$ cat config.mk
export PLATFORM = sky130hd
export DESIGN_NAME = running_mean_stddev_min_max_core
export DESIGN_NICKNAME = d
export VERILOG_FILES = /design/src/rtl/rmsmm_pkg.sv /design/src/rtl/rmsmm_mul.sv /design/src/rtl/rmsmm_div.sv /design/src/rtl/rmsmm_sqrt.sv /design/src/rtl/running_mean_stddev_min_max_core.sv
export SDC_FILE = /design/constraint.sdc
export NUM_CORES = 2
export LEC_CHECK = 0
export BUFFER_PORTS_ARGS = -buffer_cell sky130_fd_sc_hd__clkbuf_2
export CAP_MARGIN = 20
export CELL_PAD_IN_SITES_DETAIL_PLACEMENT = 0
export CELL_PAD_IN_SITES_GLOBAL_PLACEMENT = 1
export CORE_UTILIZATION = 46
export CTS_CLUSTER_DIAMETER = 150
export DETAILED_ROUTE_END_ITERATION = 8
export GPL_ROUTABILITY_DRIVEN = 0
export GPL_TIMING_DRIVEN = 0
export PLACE_DENSITY_LB_ADDON = 0.1
export SYNTH_ARGS = -nofsm -noshare
export SYNTH_HDL_FRONTEND = slang
export SYNTH_SLANG_ARGS = --single-unit
export TNS_END_PERCENT = 100
$ cat constraint.sdc
create_clock -name clk -period 9.2 [get_ports clk]
set_input_delay 0.46 -clock clk [delete_from_list [all_inputs] [get_ports clk]]
set_output_delay 0.46 -clock clk [all_outputs]
set_load 0.02 [all_outputs]
$ cat src/rtl/rmsmm_pkg.sv
// Shared types and constants of the running statistics core.
// Standalone; imported by the top level and the serial arithmetic units.
package rmsmm_pkg;

	localparam int SAMPLE_BITS_DEF = 16;
	localparam int COUNT_BITS_DEF  = 16;

	// widths of the result fields
	localparam int MEAN_W  = 24;
	localparam int STD_W   = 24;
	localparam int MINMAX_W = 16;
	localparam int COUNT_W = 16;
	localparam int SUM_OUT_W = 32;
	localparam int SQ_OUT_W  = 46;

	// fraction bits of the mean and of the variance
	localparam int MEAN_FRAC = 8;
	localparam int VAR_FRAC  = 16;

	// status of one serial unit
	typedef struct packed {
		logic busy;
		logic done;
	} unit_stat_t;

	typedef enum logic [2:0] {
		ST_IDLE,
		ST_UPDATE,
		ST_LAUNCH,
		ST_MUL,
		ST_VDIV,
		ST_SQRT,
		ST_FINISH
	} state_t;

endpackage

$ cat src/rtl/rmsmm_mul.sv
// Bit-serial shift-add multiplier, one multiplier bit per cycle, MSB first.
// Depends on rmsmm_pkg for the unit status struct.
module rmsmm_mul #(
	parameter int A_W = 16,
	parameter int B_W = 16
) (
	input  logic                    clk,
	input  logic                    arst_n,
	input  logic                    start,
	input  logic [A_W-1:0]          a,
	input  logic [B_W-1:0]          b,
	output rmsmm_pkg::unit_stat_t   stat,
	output logic [A_W+B_W-1:0]      product
);
	import rmsmm_pkg::*;

	localparam int P_W   = A_W + B_W;
	localparam int CNT_W = $clog2(B_W + 1);

	logic [P_W-1:0]   acc_q;
	logic [A_W-1:0]   a_q;
	logic [B_W-1:0]   b_q;
	logic [CNT_W-1:0] cnt_q;
	logic             busy_q;
	logic             done_q;

	always_ff @(posedge clk or negedge arst_n) begin
		if (!arst_n) begin
			busy_q <= 1'b0;
			done_q <= 1'b0;
			cnt_q  <= '0;
		end else begin
			done_q <= 1'b0;
			if (start) begin
				busy_q <= 1'b1;
				cnt_q  <= CNT_W'(B_W);
			end else if (busy_q) begin
				cnt_q <= cnt_q - 1'b1;
				if (cnt_q == CNT_W'(1)) begin
					busy_q <= 1'b0;
					done_q <= 1'b1;
				end
			end
		end
	end

	// advance one multiplier bit: double and add
	always_ff @(posedge clk) begin
		if (start) begin
			acc_q <= '0;
			a_q   <= a;
			b_q   <= b;
		end else if (busy_q) begin
			acc_q <= {acc_q[P_W-2:0], 1'b0} + (b_q[B_W-1] ? P_W'(a_q) : '0);
			b_q   <= {b_q[B_W-2:0], 1'b0};
		end
	end

	assign product = acc_q;
	assign stat    = '{busy: busy_q, done: done_q};

endmodule

$ cat src/rtl/rmsmm_div.sv
// Restoring divider, one quotient bit per cycle.
// Depends on rmsmm_pkg for the unit status struct.
module rmsmm_div #(
	parameter int N_W = 40,
	parameter int D_W = 16
) (
	input  logic                  clk,
	input  logic                  arst_n,
	input  logic                  start,
	input  logic [N_W-1:0]        dividend,
	input  logic [D_W-1:0]        divisor,
	output rmsmm_pkg::unit_stat_t stat,
	output logic [N_W-1:0]        quotient
);
	import rmsmm_pkg::*;

	localparam int CNT_W = $clog2(N_W + 1);

	logic [N_W-1:0]   quo_q;
	logic [D_W-1:0]   rem_q;
	logic [D_W-1:0]   dvs_q;
	logic [CNT_W-1:0] cnt_q;
	logic             busy_q;
	logic             done_q;
	logic [D_W:0]     trial;
	logic [D_W:0]     diff;
	logic             ge;

	assign trial = {rem_q, quo_q[N_W-1]};
	assign diff  = trial - {1'b0, dvs_q};
	assign ge    = trial >= {1'b0, dvs_q};

	always_ff @(posedge clk or negedge arst_n) begin
		if (!arst_n) begin
			busy_q <= 1'b0;
			done_q <= 1'b0;
			cnt_q  <= '0;
		end else begin
			done_q <= 1'b0;
			if (start) begin
				busy_q <= 1'b1;
				cnt_q  <= CNT_W'(N_W);
			end else if (busy_q) begin
				cnt_q <= cnt_q - 1'b1;
				if (cnt_q == CNT_W'(1)) begin
					busy_q <= 1'b0;
					done_q <= 1'b1;
				end
			end
		end
	end

	// shift in one dividend bit, keep the remainder below the divisor
	always_ff @(posedge clk) begin
		if (start) begin
			quo_q <= dividend;
			rem_q <= '0;
			dvs_q <= divisor;
		end else if (busy_q) begin
			quo_q <= {quo_q[N_W-2:0], ge};
			rem_q <= ge ? diff[D_W-1:0] : trial[D_W-1:0];
		end
	end

	assign quotient = quo_q;
	assign stat     = '{busy: busy_q, done: done_q};

endmodule

$ cat src/rtl/rmsmm_sqrt.sv
// Truncating integer square root, two radicand bits per cycle.
// Depends on rmsmm_pkg for the unit status struct.
module rmsmm_sqrt #(
	parameter int V_W = 80
) (
	input  logic                  clk,
	input  logic                  arst_n,
	input  logic                  start,
	input  logic [V_W-1:0]        radicand,
	output rmsmm_pkg::unit_stat_t stat,
	output logic [V_W/2-1:0]      root
);
	import rmsmm_pkg::*;

	localparam int R_W   = V_W / 2;
	localparam int CNT_W = $clog2(R_W + 1);

	logic [V_W-1:0]   v_q;
	logic [R_W:0]     rem_q;
	logic [R_W-1:0]   root_q;
	logic [CNT_W-1:0] cnt_q;
	logic             busy_q;
	logic             done_q;
	logic [R_W+2:0]   t;
	logic [R_W+2:0]   trial;
	logic [R_W+2:0]   diff;
	logic             ge;

	assign t     = {rem_q, v_q[V_W-1:V_W-2]};
	assign trial = {1'b0, root_q, 2'b01};
	assign diff  = t - trial;
	assign ge    = t >= trial;

	always_ff @(posedge clk or negedge arst_n) begin
		if (!arst_n) begin
			busy_q <= 1'b0;
			done_q <= 1'b0;
			cnt_q  <= '0;
		end else begin
			done_q <= 1'b0;
			if (start) begin
				busy_q <= 1'b1;
				cnt_q  <= CNT_W'(R_W);
			end else if (busy_q) begin
				cnt_q <= cnt_q - 1'b1;
				if (cnt_q == CNT_W'(1)) begin
					busy_q <= 1'b0;
					done_q <= 1'b1;
				end
			end
		end
	end

	// take two radicand bits, settle one root bit
	always_ff @(posedge clk) begin
		if (start) begin
			v_q    <= radicand;
			rem_q  <= '0;
			root_q <= '0;
		end else if (busy_q) begin
			v_q    <= {v_q[V_W-3:0], 2'b00};
			rem_q  <= ge ? diff[R_W:0] : t[R_W:0];
			root_q <= {root_q[R_W-2:0], ge};
		end
	end

	assign root = root_q;
	assign stat = '{busy: busy_q, done: done_q};

endmodule

$ cat src/rtl/running_mean_stddev_min_max_core.sv
// Running statistics core: count, sum, sum of squares, min, max, mean, std dev.
// Depends on rmsmm_pkg, rmsmm_mul, rmsmm_div and rmsmm_sqrt.
//
//   channel | handshake            | payload
//   --------+----------------------+-----------------------------------------
//   input   | in_valid / in_ready  | sample
//   output  | out_valid / out_ready| mean_q8 std_dev_q8 minimum maximum
//           |                      | sample_count running_sum sum_of_squares
//           |                      | saturated
//
// Each item steps through update, launch, the serial multipliers, the serial
// variance divider (80-bit dividend at the defaults) and the serial square
// root to the finish; the variance divider and square root take longest.
// Reset clears the accumulators to an empty set (min at the most positive,
// max at the most negative sample value). A new item is taken while the
// previous result still waits; a result that is not taken holds the core
// in its final step.
module running_mean_stddev_min_max_core #(
	parameter int SAMPLE_BITS = rmsmm_pkg::SAMPLE_BITS_DEF,
	parameter int COUNT_BITS  = rmsmm_pkg::COUNT_BITS_DEF
) (
	input  logic                                   clk,
	input  logic                                   arst_n,
	input  logic                                   in_valid,
	output logic                                   in_ready,
	input  logic signed [SAMPLE_BITS-1:0]          sample,
	output logic                                   out_valid,
	input  logic                                   out_ready,
	output logic signed [rmsmm_pkg::MEAN_W-1:0]    mean_q8,
	output logic [rmsmm_pkg::STD_W-1:0]            std_dev_q8,
	output logic signed [rmsmm_pkg::MINMAX_W-1:0]  minimum,
	output logic signed [rmsmm_pkg::MINMAX_W-1:0]  maximum,
	output logic [rmsmm_pkg::COUNT_W-1:0]          sample_count,
	output logic signed [rmsmm_pkg::SUM_OUT_W-1:0] running_sum,
	output logic [rmsmm_pkg::SQ_OUT_W-1:0]         sum_of_squares,
	output logic                                   saturated
);
	import rmsmm_pkg::*;

	localparam int SW     = SAMPLE_BITS;
	localparam int CW     = COUNT_BITS;
	localparam int SUM_W  = SW + CW;
	localparam int MAG_W  = SUM_W;
	localparam int SQ_W   = 2 * SW + CW - 1;
	localparam int CS_W   = SQ_W + CW;
	localparam int SS_W   = 2 * MAG_W;
	localparam int NUM_W  = (CS_W > SS_W) ? CS_W : SS_W;
	localparam int VAR_W  = NUM_W + VAR_FRAC + (NUM_W % 2);
	localparam int RT_W   = VAR_W / 2;
	localparam int D_W    = 2 * CW;
	localparam int MQ_W   = MAG_W + MEAN_FRAC;

	// accumulators
	logic signed [SUM_W-1:0] sum_q;
	logic [SQ_W-1:0]         sq_q;
	logic [CW-1:0]           cnt_q;
	logic signed [SW-1:0]    min_q;
	logic signed [SW-1:0]    max_q;

	// the item at work
	logic signed [SW-1:0]    sample_q;
	logic                    sat_q;
	logic [D_W-1:0]          den_q;

	state_t state_q;
	state_t state_d;

	logic in_acc;
	logic upd_en;
	logic launch;
	logic start_v;
	logic start_r;
	logic load_out;

	unit_stat_t cs_stat;
	unit_stat_t ss_stat;
	unit_stat_t md_stat;
	unit_stat_t vd_stat;
	unit_stat_t rt_stat;

	logic [MAG_W-1:0]        mag;
	logic                    sum_neg;
	logic signed [2*SW-1:0]  sq_prod;
	logic [CS_W-1:0]         cs_p;
	logic [SS_W-1:0]         ss_p;
	logic [NUM_W-1:0]        cs_x;
	logic [NUM_W-1:0]        ss_x;
	logic [NUM_W-1:0]        num_v;
	logic [VAR_W-1:0]        var_dvd;
	logic [MQ_W-1:0]         mean_quo;
	logic [VAR_W-1:0]        var_quo;
	logic [RT_W-1:0]         root;
	logic signed [MQ_W:0]    mean_s;

	// output registers
	logic                    out_valid_q;
	logic signed [MEAN_W-1:0]    mean_q;
	logic [STD_W-1:0]            std_q;
	logic signed [MINMAX_W-1:0]  min_out_q;
	logic signed [MINMAX_W-1:0]  max_out_q;
	logic [COUNT_W-1:0]          cnt_out_q;
	logic signed [SUM_OUT_W-1:0] sum_out_q;
	logic [SQ_OUT_W-1:0]         sq_out_q;
	logic                        sat_out_q;

	assign in_acc  = in_valid && in_ready;
	assign sum_neg = sum_q[SUM_W-1];
	assign mag     = sum_neg ? MAG_W'(-sum_q) : MAG_W'(sum_q);
	assign sq_prod = sample_q * sample_q;

	// next state
	always_comb begin
		state_d = state_q;
		case (state_q)
			ST_IDLE: begin
				if (in_valid)
					state_d = ST_UPDATE;
			end
			ST_UPDATE: state_d = ST_LAUNCH;
			ST_LAUNCH: state_d = ST_MUL;
			ST_MUL: begin
				if (!cs_stat.busy && !ss_stat.busy)
					state_d = ST_VDIV;
			end
			ST_VDIV: begin
				if (!vd_stat.busy)
					state_d = ST_SQRT;
			end
			ST_SQRT: begin
				if (!rt_stat.busy)
					state_d = ST_FINISH;
			end
			ST_FINISH: begin
				if ((!out_valid_q || out_ready) && !md_stat.busy)
					state_d = ST_IDLE;
			end
			default: state_d = ST_IDLE;
		endcase
	end

	// state outputs
	always_comb begin
		in_ready = 1'b0;
		upd_en   = 1'b0;
		launch   = 1'b0;
		start_v  = 1'b0;
		start_r  = 1'b0;
		load_out = 1'b0;
		case (state_q)
			ST_IDLE:   in_ready = 1'b1;
			ST_UPDATE: upd_en = 1'b1;
			ST_LAUNCH: launch = 1'b1;
			ST_MUL:    start_v = !cs_stat.busy && !ss_stat.busy;
			ST_VDIV:   start_r = !vd_stat.busy;
			ST_FINISH: load_out = (!out_valid_q || out_ready) && !md_stat.busy;
			default: ;
		endcase
	end

	always_ff @(posedge clk or negedge arst_n) begin
		if (!arst_n) begin
			state_q <= ST_IDLE;
		end else begin
			state_q <= state_d;
		end
	end

	// accumulators: hold when the count is full
	always_ff @(posedge clk or negedge arst_n) begin
		if (!arst_n) begin
			sum_q <= '0;
			sq_q  <= '0;
			cnt_q <= '0;
			min_q <= {1'b0, {(SW-1){1'b1}}};
			max_q <= {1'b1, {(SW-1){1'b0}}};
		end else if (upd_en && !sat_q) begin
			sum_q <= sum_q + SUM_W'(sample_q);
			sq_q  <= sq_q + SQ_W'($unsigned(sq_prod));
			cnt_q <= cnt_q + 1'b1;
			if (sample_q < min_q)
				min_q <= sample_q;
			if (sample_q > max_q)
				max_q <= sample_q;
		end
	end

	always_ff @(posedge clk) begin
		if (in_acc) begin
			sample_q <= sample;
			sat_q    <= (cnt_q == {CW{1'b1}});
		end
		if (launch)
			den_q <= D_W'(cnt_q) * D_W'(cnt_q - 1'b1);
	end

	// n * sum of squares and sum squared run side by side
	rmsmm_mul #(.A_W(SQ_W), .B_W(CW)) u_cs_mul (
		.clk     (clk),
		.arst_n  (arst_n),
		.start   (launch),
		.a       (sq_q),
		.b       (cnt_q),
		.stat    (cs_stat),
		.product (cs_p)
	);

	rmsmm_mul #(.A_W(MAG_W), .B_W(MAG_W)) u_ss_mul (
		.clk     (clk),
		.arst_n  (arst_n),
		.start   (launch),
		.a       (mag),
		.b       (mag),
		.stat    (ss_stat),
		.product (ss_p)
	);

	// mean magnitude: |sum| * 2^8 / n, in the background of the variance path
	rmsmm_div #(.N_W(MQ_W), .D_W(CW)) u_mean_div (
		.clk      (clk),
		.arst_n   (arst_n),
		.start    (launch),
		.dividend ({mag, {MEAN_FRAC{1'b0}}}),
		.divisor  (cnt_q),
		.stat     (md_stat),
		.quotient (mean_quo)
	);

	// clamp the variance numerator at zero, scale to Q.16
	assign cs_x    = NUM_W'(cs_p);
	assign ss_x    = NUM_W'(ss_p);
	assign num_v   = (cs_x > ss_x) ? (cs_x - ss_x) : '0;
	assign var_dvd = VAR_W'({num_v, {VAR_FRAC{1'b0}}});

	rmsmm_div #(.N_W(VAR_W), .D_W(D_W)) u_var_div (
		.clk      (clk),
		.arst_n   (arst_n),
		.start    (start_v),
		.dividend (var_dvd),
		.divisor  (den_q),
		.stat     (vd_stat),
		.quotient (var_quo)
	);

	rmsmm_sqrt #(.V_W(VAR_W)) u_sqrt (
		.clk      (clk),
		.arst_n   (arst_n),
		.start    (start_r),
		.radicand (var_quo),
		.stat     (rt_stat),
		.root     (root)
	);

	// restore the sign of the mean, truncating toward zero
	assign mean_s = sum_neg ? -$signed({1'b0, mean_quo}) : $signed({1'b0, mean_quo});

	always_ff @(posedge clk or negedge arst_n) begin
		if (!arst_n) begin
			out_valid_q <= 1'b0;
		end else if (load_out) begin
			out_valid_q <= 1'b1;
		end else if (out_ready) begin
			out_valid_q <= 1'b0;
		end
	end

	always_ff @(posedge clk) begin
		if (load_out) begin
			mean_q    <= (cnt_q == '0) ? '0 : MEAN_W'(mean_s);
			std_q     <= (cnt_q <= CW'(1)) ? '0 : STD_W'(root);
			min_out_q <= MINMAX_W'(min_q);
			max_out_q <= MINMAX_W'(max_q);
			cnt_out_q <= COUNT_W'(cnt_q);
			sum_out_q <= SUM_OUT_W'(sum_q);
			sq_out_q  <= SQ_OUT_W'(sq_q);
			sat_out_q <= sat_q;
		end
	end

	assign out_valid      = out_valid_q;
	assign mean_q8        = mean_q;
	assign std_dev_q8     = std_q;
	assign minimum        = min_out_q;
	assign maximum        = max_out_q;
	assign sample_count   = cnt_out_q;
	assign running_sum    = sum_out_q;
	assign sum_of_squares = sq_out_q;
	assign saturated      = sat_out_q;

`ifndef SYNTHESIS
	a_accept_idle: assert property (@(posedge clk) disable iff (!arst_n)
		in_acc |-> !(cs_stat.busy || ss_stat.busy || md_stat.busy ||
			vd_stat.busy || rt_stat.busy))
		else $error("item accepted while a serial unit is busy");

	a_count_hold: assert property (@(posedge clk) disable iff (!arst_n)
		state_q != ST_UPDATE |=> $stable(cnt_q))
		else $error("count moved outside the update step");

	a_single_std: assert property (@(posedge clk) disable iff (!arst_n)
		load_out && cnt_q <= CW'(1) |=> std_dev_q8 == '0)
		else $error("nonzero deviation for a single sample");

	a_min_max: assert property (@(posedge clk) disable iff (!arst_n)
		cnt_q != '0 |-> min_q <= max_q)
		else $error("minimum above maximum");
`endif

endmodule

==> impl_results.md <==
- Worst Setup Start Kind: flop
- Layout cells sized above 1: roughly 7.4%
- Synthesized area: roughly 0.074 sq mm
- Fin. Hold Viols: 0
- Max Cap Violations: 0
- Post-synth EDFFs: around 570
- Per-cell routed wire length: a little over 20 um
- Slew margin rel.: about a fifth
- Top cells by instance count after synthesis: inv_1, nand2_1, edfxtp_1, ha_1, nor2_1
- Cell variety after synth: about 80
- CP required: slightly below 10 ns
- Placed Cells incl. Taps: between 9k and 10k
- Core Box Area: 0.159 sq mm
- Vias in the first global route: 55.0k
- Seq/Total Area, Yosys: between 30% and 40%
- Tmin final: approximately 9 ns
- Worst Setup SP: cnt_q[6]
- Min-Delay Startpoint: out_ready
- Syn nets: ~8.7k
- Max Clock Skew: 0.0459 ns
- Via count: ~56k
- Mapped Cells: 7684
- Mean Syn Cell Area: 9.58 sq um
- First-pass GRT wire length: approximately 320000 um
- Filler instances: 14.8k
- Most numerous cell in the Yosys netlist: inv_1
- Area growth, synth to finish: 11.5%
- Ys Warns: 0
- Final nets: about 9.1k
- Yosys top cell by area: edfxtp_1
- DPL Wire Length: roughly 160000 um
- Max Slew Vio Count: 0
- Status: complete, no violations
- FP Rows: roughly 150
- Root cell of the clock tree: clkbuf_16
- Post-Place Setup Slack: -1.61 ns
- Final ANT Viol Nets: 0
- Die Y: around 400 um
- Worst-path clk slew: about 0.06 ns
- Hold/Removal Path Class: input pin to flop
- Starting Density: 46.4%
- Clock Path Buffers: 3
- Top cells by area, synth: edfxtp_1, fa_1, ha_1, dfxtp_1, dfrtp_1
- CP Max Fanout: 10
- Worst slew pin tran: 1.19 ns
- Initial antenna violation count: 7
- Dominant register cell in the synthesized netlist: edfxtp_1
- CP arrival: 9.43 ns
- Worst setup path class: flop to flop
- Critical path endpoint category: flop
- Period utilisation layout: between 90% and 100%
- Final setup vio count: 0
- Total Wirelength: about 210000 um
- PnR worst setup slack: around 0.27 ns
- Layout Cells excl Fill: 10.2k
- Via density: roughly 5.5
- Die Width: slightly above 400 um
- Die ar.: 0.162 sq mm
- Share of the synthesized area in the top cell type: between 20% and 30%
- IO Pins: about 200
- Sequential Area: approximately 0.027 sq mm
- CTS tree: yes
- DRT iter0 DRCs: 4152
- Clock buffer count from CTS: between 100 and 150
- Achievable frequency: around 110 MHz
- Input/output buffers: around 200
- Total GRT Usage: about a quarter
- Clk_lat worst skew: 0.76 ns
- Fraction of registers with async set or reset after synthesis: 16.3%
- Clock sink total: a little over 1k
- R2R Path Start: cnt_q[6]
- Total gr overflow: 0
- Multi-input logic area: ~0.042 sq mm
- Residual DRC: 0
- FF+latch count, synth: 1019
- Clock H-tree levels: 3
- First-pass iteration count of the detailed router: 6
- Largest net degree at the start of global routing: 95
==> cell families (layout without fill, tap and decap cells) <==
logic type	after synthesis	after routing	synth area share, %
AOI/OAI and AO/OA	1539	1539	13.0
xor gates and xnor gates	466	466	5.54
adders and majority gates	1012	1012	21.8
buffers and inverters	1195	1669	6.09
DFF	1019	1019	36.6
muxes	163	163	2.25
other	0	2	0
and+or+nand+nor	2290	2290	14.7
==> final cells by class <==
class / instances / area share, %
well taps: 2072 / 3.16
multi-input cells: 5470 / 51.6
repair buffers: 262 / 2.12
plain buffers: 303 / 1.47
diodes: 2 / 0.00609
clock buffers: 158 / 4.01
inverters: 884 / 4.06
clock inverters: 62 / 0.769
flip-flops and latches: 1019 / 32.9
==> worst max-delay path, stage by stage (launching register included) <==
cell	delay [ns]
dfrtp_1	0.64
clkbuf_1	0.62
clkbuf_2	0.43
nor2_1	0.09
nand2_1	0.07
ha_1	0.33
clkbuf_1	0.33
nand2b_1	0.27
fa_1	0.55
inv_1	0.06
fa_1	0.53
inv_1	0.05
fa_1	0.47
fa_1	0.53
inv_1	0.07
fa_1	0.50
fa_1	0.50
ha_1	0.27
or3_1	0.43
o311ai_2	0.43
nor2_1	0.12
a21bo_2	0.28
a41o_1	0.29
o221ai_1	0.28
o21bai_1	0.10
a21oi_1	0.21
xnor2_1	0.25
==> routing by layer <==
| layer | global-route usage [%] | routed length [um] |
|---|---|---|
| met3 | 3.28 | 11400 |
| met2 | 39.7 | 92100 |
| met4 | 7.18 | 5900 |
| met1 | 38.1 | 101000 |
| met5 | 0 | 0 |
==> final timing paths <==
check / to / cells past startpoint / slack, ns
setup reg to reg: den_q[31] / 26 / 0.27
max in group asynchronous: cnt_q[14] / 3 / 7.84
min in group asynchronous: sum_q[24] / 2 / 0.35
hold reg to reg: u_var_div.dvs_q[9] / 0 / 0.41
setup / recovery: den_q[31] / 26 / 0.27
hold / removal: out_valid / 3 / 0.17
==> layout by cell type, fill, tap and decap left out, types with 120 or more instances in the layout <==
master | synthesis | final
xnor2_1 | 288 | 287
ha_1 | 561 | 557
clkbuf_16 | 0 | 120
fa_1 | 451 | 449
dfrtp_1 | 150 | 150
inv_1 | 877 | 874
nand2_1 | 798 | 797
clkbuf_2 | 0 | 206
clkbuf_1 | 294 | 284
a21o_1 | 215 | 215
dfxtp_1 | 280 | 280
and2_1 | 187 | 186
mux2i_1 | 143 | 143
xor2_1 | 178 | 178
edfxtp_1 | 573 | 573
nor2_1 | 556 | 555
nand2b_1 | 183 | 182
o21ai_0 | 422 | 418
a21oi_1 | 451 | 447
==> sequential cells by signal, indices dropped and copies added (netlist names), 32 cells and up <==
register / flops
u_sqrt.v_q: 80
u_var_div.quotient: 80
u_ss_mul.product: 64
u_cs_mul.product: 63
sq_q: 47
u_cs_mul.a_q: 47
sum_of_squares: 46
u_sqrt.rem_q: 41
u_mean_div.quotient: 40
u_sqrt.root: 40
running_sum: 32
sum_q: 32
u_ss_mul.a_q: 32
u_ss_mul.b_q: 32
u_var_div.rem_q: 32
==> repair_timing <==
item                                   CTS  global route
pin swaps                                2             5
buffers inserted                        19            14
setup endpoints to repair               33            25
hold buffers                            17             0
endpoints found under the hold margin   72             0
resized for setup                       47            46
==> stage by stage <==
step                setup TNS (ns)  utilization, %  hold WS (ns)  area, sq um
floorplan                        0               -         0.164        73600
global placement            -33.84            48.6         0.401        77200
detailed placement          -24.33            48.9         0.405        77600
CTS                              0            51.6        0.0871        81900
global route              -0.00361            51.7         0.128        82100
finish                           0            51.7         0.168        82100
Power is left out: the tool's default activity adds up to more than one toggle a clock period on the data nets, which glitch-free logic cannot reach.
